<file path="src/design/dnsq_pkg.sv">
// ----------------------------------------------------------------------------
// dnsq_pkg: shared types and constants for the DNS question name extractor
// Holds the message word type passed between the input stage and the parser,
// and the fixed character and header constants.
// ----------------------------------------------------------------------------
package dnsq_pkg;

  // fixed message layout
  localparam int unsigned HeaderBytes = 12;
  localparam logic [3:0]  HeaderLast  = 4'(HeaderBytes - 1);
  localparam logic [3:0]  PosCountHi  = 4'd4;
  localparam logic [3:0]  PosCountLo  = 4'd5;
  localparam logic [1:0]  TailBytesM1 = 2'd3;

  // characters given as results, and the null length byte that ends a name
  localparam logic [7:0]  CharDot  = 8'h2E;
  localparam logic [7:0]  CharNl   = 8'h0A;
  localparam logic [7:0]  CharNull = 8'h00;

  // one message word held in the input stage
  typedef struct packed {
    logic [7:0] msg_byte;
    logic       last_byte;
  } msg_word_t;

endpackage

</file>
<file path="src/design/dnsq_msg_if.sv">
// ----------------------------------------------------------------------------
// dnsq_msg_if: message byte channel
// Valid/ready channel carrying one DNS message byte and its last-byte flag.
// ----------------------------------------------------------------------------
interface dnsq_msg_if;
  logic       valid;
  logic       ready;
  logic [7:0] msg_byte;
  logic       last_byte;

  modport source (output valid, output msg_byte, output last_byte, input ready);
  modport sink   (input valid, input msg_byte, input last_byte, output ready);
endinterface

</file>
<file path="src/design/dnsq_name_if.sv">
// ----------------------------------------------------------------------------
// dnsq_name_if: name character channel
// Valid/ready channel carrying one name character and the end-of-name flag.
// ----------------------------------------------------------------------------
interface dnsq_name_if;
  logic       valid;
  logic       ready;
  logic [7:0] out_char;
  logic       name_done;

  modport source (output valid, output out_char, output name_done, input ready);
  modport sink   (input valid, input out_char, input name_done, output ready);
endinterface

</file>
<file path="src/design/dnsq_in_stage.sv">
// ----------------------------------------------------------------------------
// dnsq_in_stage: input register
// Registers one message word; refills in the same cycle it is consumed.
// ----------------------------------------------------------------------------
module dnsq_in_stage
  import dnsq_pkg::*;
(
  input  logic      clk_i,
  input  logic      rst_ni,
  input  logic      valid_i,
  output logic      ready_o,
  input  msg_word_t word_i,
  output logic      valid_o,
  input  logic      take_i,
  output msg_word_t word_o
);

  logic      valid_q;
  msg_word_t word_q;

  // free when empty or being drained this cycle
  assign ready_o = !valid_q || take_i;
  assign valid_o = valid_q;
  assign word_o  = word_q;

  // valid flag
  always_ff @(posedge clk_i or negedge rst_ni) begin
    if (!rst_ni) begin
      valid_q <= 1'b0;
    end else if (ready_o) begin
      valid_q <= valid_i;
    end
  end

  // payload
  always_ff @(posedge clk_i) begin
    if (ready_o && valid_i) begin
      word_q <= word_i;
    end
  end

endmodule

</file>
<file path="src/design/dnsq_parser.sv">
// ----------------------------------------------------------------------------
// dnsq_parser: question name parser and result register
// Steps the parse state by one word and registers the character it gives.
// ----------------------------------------------------------------------------
module dnsq_parser
  import dnsq_pkg::*;
(
  input  logic       clk_i,
  input  logic       rst_ni,
  input  logic       valid_i,
  input  msg_word_t  word_i,
  output logic       take_o,
  output logic       valid_o,
  input  logic       ready_i,
  output logic [7:0] out_char_o,
  output logic       name_done_o
);

  typedef enum logic [2:0] {
    PH_HEADER = 3'd0,
    PH_LEN    = 3'd1,
    PH_LABEL  = 3'd2,
    PH_TAIL   = 3'd3,
    PH_IDLE   = 3'd4
  } phase_e;

  phase_e      phase_q, phase_d;
  logic [3:0]  header_pos_q, header_pos_d;
  logic [7:0]  count_high_q, count_high_d;
  logic [15:0] questions_left_q, questions_left_d;
  logic [7:0]  label_left_q, label_left_d;
  logic        first_label_q, first_label_d;
  logic [1:0]  tail_left_q, tail_left_d;
  logic        out_valid_q;
  logic [7:0]  out_char_q, out_char_d;
  logic        name_done_q, name_done_d;
  logic        emit;
  logic [7:0]  b;
  logic [7:0]  label_dec;

  // consume a word when the result register is free or draining
  assign take_o = valid_i && (!out_valid_q || ready_i);
  assign b      = word_i.msg_byte;
  assign label_dec = label_left_q - 8'd1;

  // next parse state for the held word
  always_comb begin
    phase_d          = phase_q;
    header_pos_d     = header_pos_q;
    count_high_d     = count_high_q;
    questions_left_d = questions_left_q;
    label_left_d     = label_left_q;
    first_label_d    = first_label_q;
    tail_left_d      = tail_left_q;
    emit             = 1'b0;
    out_char_d       = b;
    name_done_d      = 1'b0;
    unique case (phase_q)
      PH_HEADER: begin
        if (header_pos_q == PosCountHi) begin
          count_high_d = b;
        end else if (header_pos_q == PosCountLo) begin
          questions_left_d = {count_high_q, b};
        end
        if (header_pos_q >= HeaderLast) begin
          header_pos_d  = 4'd0;
          first_label_d = 1'b1;
          phase_d       = (questions_left_d != 16'd0) ? PH_LEN : PH_IDLE;
        end else begin
          header_pos_d = header_pos_q + 4'd1;
        end
      end
      PH_LEN: begin
        if (b == CharNull) begin
          emit             = 1'b1;
          out_char_d       = CharNl;
          name_done_d      = 1'b1;
          questions_left_d = questions_left_q - 16'd1;
          first_label_d    = 1'b1;
          tail_left_d      = TailBytesM1;
          phase_d          = PH_TAIL;
        end else begin
          if (!first_label_q) begin
            emit       = 1'b1;
            out_char_d = CharDot;
          end
          first_label_d = 1'b0;
          label_left_d  = b;
          phase_d       = PH_LABEL;
        end
      end
      PH_LABEL: begin
        emit         = 1'b1;
        label_left_d = label_dec;
        if (label_dec == 8'd0) begin
          phase_d = PH_LEN;
        end
      end
      PH_TAIL: begin
        if (tail_left_q == 2'd0) begin
          phase_d = (questions_left_q != 16'd0) ? PH_LEN : PH_IDLE;
        end else begin
          tail_left_d = tail_left_q - 2'd1;
        end
      end
      default: begin
      end
    endcase
  end

  // parse state and result register
  always_ff @(posedge clk_i or negedge rst_ni) begin
    if (!rst_ni) begin
      phase_q          <= PH_HEADER;
      header_pos_q     <= 4'd0;
      count_high_q     <= 8'd0;
      questions_left_q <= 16'd0;
      label_left_q     <= 8'd0;
      first_label_q    <= 1'b1;
      tail_left_q      <= 2'd0;
      out_valid_q      <= 1'b0;
      out_char_q       <= 8'd0;
      name_done_q      <= 1'b0;
    end else begin
      if (take_o) begin
        out_valid_q <= emit;
        if (emit) begin
          out_char_q  <= out_char_d;
          name_done_q <= name_done_d;
        end
        if (word_i.last_byte) begin
          phase_q          <= PH_HEADER;
          header_pos_q     <= 4'd0;
          count_high_q     <= 8'd0;
          questions_left_q <= 16'd0;
          label_left_q     <= 8'd0;
          first_label_q    <= 1'b1;
          tail_left_q      <= 2'd0;
        end else begin
          phase_q          <= phase_d;
          header_pos_q     <= header_pos_d;
          count_high_q     <= count_high_d;
          questions_left_q <= questions_left_d;
          label_left_q     <= label_left_d;
          first_label_q    <= first_label_d;
          tail_left_q      <= tail_left_d;
        end
      end else if (ready_i) begin
        out_valid_q <= 1'b0;
      end
    end
  end

  assign valid_o     = out_valid_q;
  assign out_char_o  = out_char_q;
  assign name_done_o = name_done_q;

endmodule

</file>
<file path="src/design/dns_question_name_extractor_top.sv">
// ----------------------------------------------------------------------------
// dns_question_name_extractor_top: DNS question name extractor
// Streams the question names of a DNS message out as text characters.
// ----------------------------------------------------------------------------
// Usage:
//   in_i carries one message byte per word, header first, with last_byte
//   set on the final byte. The 12-byte header is skipped and the question
//   count taken from header bytes 4 and 5. out_o gives, per question, the
//   label characters, a dot between labels and a newline with name_done
//   set at the end of each name. Type and class bytes give nothing, nor do
//   bytes after the last question. Compression pointers are read as plain
//   label lengths.
//   A result is registered: its byte passes the input register and then
//   the result register, which holds it until out_o takes it. One byte is
//   accepted per cycle while the receiver does not stall, set by the parse
//   step between the two registers.
//   A word flagged last_byte returns the parser to the header state after
//   its own result. Reset empties both registers and clears the parse state.
//   When the receiver stalls the result register holds its word, the input
//   register holds at most one more byte, and then in_i.ready drops.
// ----------------------------------------------------------------------------
module dns_question_name_extractor_top
  import dnsq_pkg::*;
(
  input  logic clk_i,
  input  logic rst_ni,
  dnsq_msg_if.sink    in_i,
  dnsq_name_if.source out_o
);

  msg_word_t in_word;
  msg_word_t held_word;
  logic      held_valid;
  logic      take;

  assign in_word.msg_byte  = in_i.msg_byte;
  assign in_word.last_byte = in_i.last_byte;

  // input register
  dnsq_in_stage u_in_stage (
    .clk_i   (clk_i),
    .rst_ni  (rst_ni),
    .valid_i (in_i.valid),
    .ready_o (in_i.ready),
    .word_i  (in_word),
    .valid_o (held_valid),
    .take_i  (take),
    .word_o  (held_word)
  );

  // parser and result register
  dnsq_parser u_parser (
    .clk_i       (clk_i),
    .rst_ni      (rst_ni),
    .valid_i     (held_valid),
    .word_i      (held_word),
    .take_o      (take),
    .valid_o     (out_o.valid),
    .ready_i     (out_o.ready),
    .out_char_o  (out_o.out_char),
    .name_done_o (out_o.name_done)
  );

endmodule
</file>
<file path="src/flat_wrapper.sv">
// flat-port wrapper written by rule: the top's interface ports become plain ports
module dns_question_name_extractor_top_flat import dnsq_pkg::*;
  (clk_i, rst_ni, in_i_valid, in_i_msg_byte, in_i_last_byte, in_i_ready, out_o_valid, out_o_out_char, out_o_name_done, out_o_ready);
  dnsq_msg_if in_i_i ();
  dnsq_name_if out_o_i ();
  input  logic clk_i;
  input  logic rst_ni;
  input wire logic [$bits(in_i_i.valid)-1:0] in_i_valid;
  input wire logic [$bits(in_i_i.msg_byte)-1:0] in_i_msg_byte;
  input wire logic [$bits(in_i_i.last_byte)-1:0] in_i_last_byte;
  output wire logic [$bits(in_i_i.ready)-1:0] in_i_ready;
  output wire logic [$bits(out_o_i.valid)-1:0] out_o_valid;
  output wire logic [$bits(out_o_i.out_char)-1:0] out_o_out_char;
  output wire logic [$bits(out_o_i.name_done)-1:0] out_o_name_done;
  input wire logic [$bits(out_o_i.ready)-1:0] out_o_ready;
  assign in_i_i.valid = in_i_valid;
  assign in_i_i.msg_byte = in_i_msg_byte;
  assign in_i_i.last_byte = in_i_last_byte;
  assign in_i_ready = in_i_i.ready;
  assign out_o_valid = out_o_i.valid;
  assign out_o_out_char = out_o_i.out_char;
  assign out_o_name_done = out_o_i.name_done;
  assign out_o_i.ready = out_o_ready;
  dns_question_name_extractor_top u_core (.clk_i(clk_i), .rst_ni(rst_ni), .in_i(in_i_i), .out_o(out_o_i));
endmodule
</file>
<file path="config.mk">
export PLATFORM = sky130hd
export DESIGN_NAME = dns_question_name_extractor_top_flat
export DESIGN_NICKNAME = d
export VERILOG_FILES = /design/src/design/dnsq_pkg.sv /design/src/design/dnsq_msg_if.sv /design/src/design/dnsq_name_if.sv /design/src/design/dnsq_in_stage.sv /design/src/design/dnsq_parser.sv /design/src/design/dns_question_name_extractor_top.sv /design/src/flat_wrapper.sv
export SDC_FILE = /design/constraint.sdc
export NUM_CORES = 1
export LEC_CHECK = 0
export BUFFER_PORTS_ARGS = -buffer_cell sky130_fd_sc_hd__buf_2
export CORE_ASPECT_RATIO = 1.2
export CORE_UTILIZATION = 25
export CTS_CLUSTER_DIAMETER = 30
export DETAILED_ROUTE_END_ITERATION = 8
export PLACE_DENSITY = 0.46
export SLEW_MARGIN = 30
export SYNTH_ARGS = -nofsm -noshare
export SYNTH_HDL_FRONTEND = slang
export SYNTH_SLANG_ARGS = --single-unit
</file>
<file path="constraint.sdc">
create_clock -name clk_i -period 2.5 [get_ports clk_i]
set_input_delay 0.625 -clock clk_i [delete_from_list [all_inputs] [get_ports clk_i]]
set_output_delay 0.625 -clock clk_i [all_outputs]
set_load 0.05 [all_outputs]
</file>
==> impl_metrics.ini <==
[outcome]
status = completed

[critical_path]
r2r-start = u_core.u_in_stage.word_o[6]
cp_max_fo = 12
path_cells = nor4_4 > a21boi_2 > o31a_1 > buf_4 > o21a_1 > o31ai_1
reg2regPathDepth = 6
crit_start = u_core.u_in_stage.word_o[6]
required_ns = 2.73
endpoint = u_core.u_parser.questions_left_q[0]
critPathLaunchType = register
crit_buf_inv = 1
critPathSlowestCell = edfxtp_1
crit_family = compound AO/OA/AOI/OAI gates
arrival_ns = 2.47
rrSetupSlack_ns = 0.25
criticalPathCategory = reg -> reg
r2r_end = u_core.u_parser.questions_left_q[0]
end_kind = register
cp_slowest_stage_delay_ns = 0.57
worst-path-stages = 6

[drt]
via_count = 3225
routed_wl_mm = 10.8
ant_nets = 0
first_iter_violations = 245
drc = 0
dr.pass1.iters = 4
vias_per_cell = 5.32
wire_per_inst_um = 17.9

[power_and_ir_drop]
leakage_nw = 1.89
ir_drop_mv = 0.473
p_per_area_nw_per_um2 = 1320

[sta]
layout_min_cycle_time_ns = 2.25
finClkSkew_ns = 0.00549
setup_viol_count_final = 0
post-route-period-util_pct = 89.9
max_clock_freq_mhz = 445
worst_pin_slew_ns = 0.642
worst_slack_ns = 0.253
tns_ns = 0
max-slew-margin-rel_pct = 57.2
slew_viol_final = 0
rsz0062_at_grt = no
hold_violations = 0

[clock_network]
clkSinkCount = 62
cts_tree = yes
cts-resized-gates = 0
cts_buffers = 9
clk_latency_ns = 0.33
ctsHoldBuffers = 0
cts_setup_buffers = 0
cts_root_buf = clkbuf_16
path_clk_slew_ns = 0.06
h-tree-depth = 3
cts_buffer_depth = 2

[floorplanning]
die_w_um = 112
dieHeight_um = 134
placementRows = 48
io_pins = 24
core_sq_um = 14400
dieArea_sq_um = 15100
start_util_pct = 25.4

[placed_design]
hpwl_mm = 7.76
placed_cell_area_sq_um = 4100
pre_cts_ws_ns = 0.226
gp_congestion = 0.823
portBuffers = 23

[finish]
mostFrequentLayoutCells = dfrtp_1, nor2_1, o21ai_0, nand2_1, a21oi_1
seqCellArea_sq_um = 1600
final_nets = 446
fillers = 1488
multiInputGateArea_sq_um = 1920
final_area_sq_um = 4430
drive_above_1_share_pct = 19.7
syn_to_final_growth_pct = 21.2
utilization_pct = 30.8
mostFrequentLayoutCell = dfrtp_1
diodes = 0

[yosys]
synth_ff_type = dfrtp_1
ys_seq_area_share_pct = 43.7
yosys_warnings = 0
synthArstFlopShare_pct = 85.5
syn_area_sq_um = 3650
synth.area.top_cells = dfrtp_1, edfxtp_1, o21ai_0
synthesis.nets = 411
yosysTopAreaCell = dfrtp_1
synth-edff-count = 9
synth_seq_cells = 62
synthCells = 391
synth_top_area_share_pct = 35.6
avgSynthCellArea_sq_um = 9.34
yosysUniqueCellTypes = 67

[global_routing]
grt_overflow = 0
grt_pass1_wl_mm = 17.9
antenna_found_initial = 0
grt_max_degree = 31
track_usage_pct = 15.4
grt_pass1_vias = 3175

[run]
drv_cap = 0

[hold_path]
hold_class = in -> async
Yosys cell counts (all sizes together) (3+ instances only):
cell type and count:
dfrtp 52, nor2 43, o21ai 36, nand2 33, a21oi 25, inv 17, clkbuf 16, nor4 13
a22o 10, nor3 10, o31ai 10, edfxtp 9, mux2i 9, ha 7, nand3 6, a31oi 5
buf 5, nor3b 5, or3 5, a21o 4, mux2 4, nand2b 4, nor4b 4, o22ai 4
a21boi 3, a311oi 3, and2 3, nand3b 3, o211ai 3, o22a 3
routing by layer:
layer / part of all wire (%) / wire (um) / global-route usage (%)
met1: 46 / 4980 / 19.8
met2: 50 / 5380 / 26.0
met3: 3.0 / 330 / 2.98
met4: 1.5 / 166 / 4.59
met5: 0 / 0 / 0
registers in the layout (all words and copies together) (netlist names):
register                          cells
u_core.u_parser.count_high_q          8
u_core.u_parser.out_char_o            8
u_core.u_parser.questions_left_q     16
u_core.u_parser.header_pos_q          4
u_core.u_parser.valid_o               1
u_core.u_parser.label_left_q          8
u_core.u_in_stage.valid_o             1
u_core.u_parser.name_done_o           1
u_core.u_parser.first_label_q         1
u_core.u_in_stage.word_o              9
u_core.u_parser.phase_q               3
u_core.u_parser.tail_left_q           2
final cells by class:
type	count	share of cell area [%]
clock buffer	9	5.09
tap	175	4.95
inverter	17	1.44
sequential	62	36.1
timing repair buffer	45	6.90
clock inverter	7	2.23
multi-input combinational	291	43.3
worst min-delay path by stage:
stage,from,slack [ns],cells past startpoint,to
floorplan,rst_ni,0.33,0,u_core.u_in_stage.valid_o
global placement,u_core.u_parser.out_char_o[4],0.46,1,u_core.u_parser.out_char_o[4]
detailed placement,u_core.u_parser.out_char_o[7],0.47,1,u_core.u_parser.out_char_o[7]
CTS,rst_ni,0.34,1,u_core.u_parser.header_pos_q[3]
global route,rst_ni,0.37,1,u_core.u_parser.header_pos_q[3]
finish,rst_ni,0.32,1,u_core.u_parser.header_pos_q[3]
kinds of logic after synthesis:
kind of cell / after synthesis / share of synthesized area [%]
simple gates: 143 / 22.5
xor+xnor: 2 / 0.480
mux: 13 / 3.70
compound gates: 126 / 23.1
buf+inv: 38 / 4.08
flops: 62 / 43.7
fa+ha+maj: 7 / 2.40
metrics by stage:
| step | cells | hold slack, ns | total power [mW] |
|---|---|---|---|
| after floorplan | 391 | 0.329 | 3.63 |
| after global placement | 590 | 0.461 | 4.46 |
| after detailed placement | 590 | 0.466 | 4.51 |
| after CTS | 606 | 0.343 | 5.89 |
| after global routing | 606 | 0.367 | 6.28 |
| final | 606 | 0.322 | 5.86 |
report_power, final:
group / internal [mW] / leakage (nW) / total, mW / switching [mW]
clock network: 0.875 / 0.156 / 1.35 / 0.476
logic: 1.10 / 0.945 / 2.84 / 1.73
registers: 1.33 / 0.789 / 1.67 / 0.340
worst reg2reg max path, cell delays in order (launching register included):
cell and delay [ns]:
edfxtp_1 0.57, nor4_4 0.44, a21boi_2 0.14, o31a_1 0.37
buf_4 0.23, o21a_1 0.18, o31ai_1 0.23
Note: power is estimated with default switching activity, not from simulation.
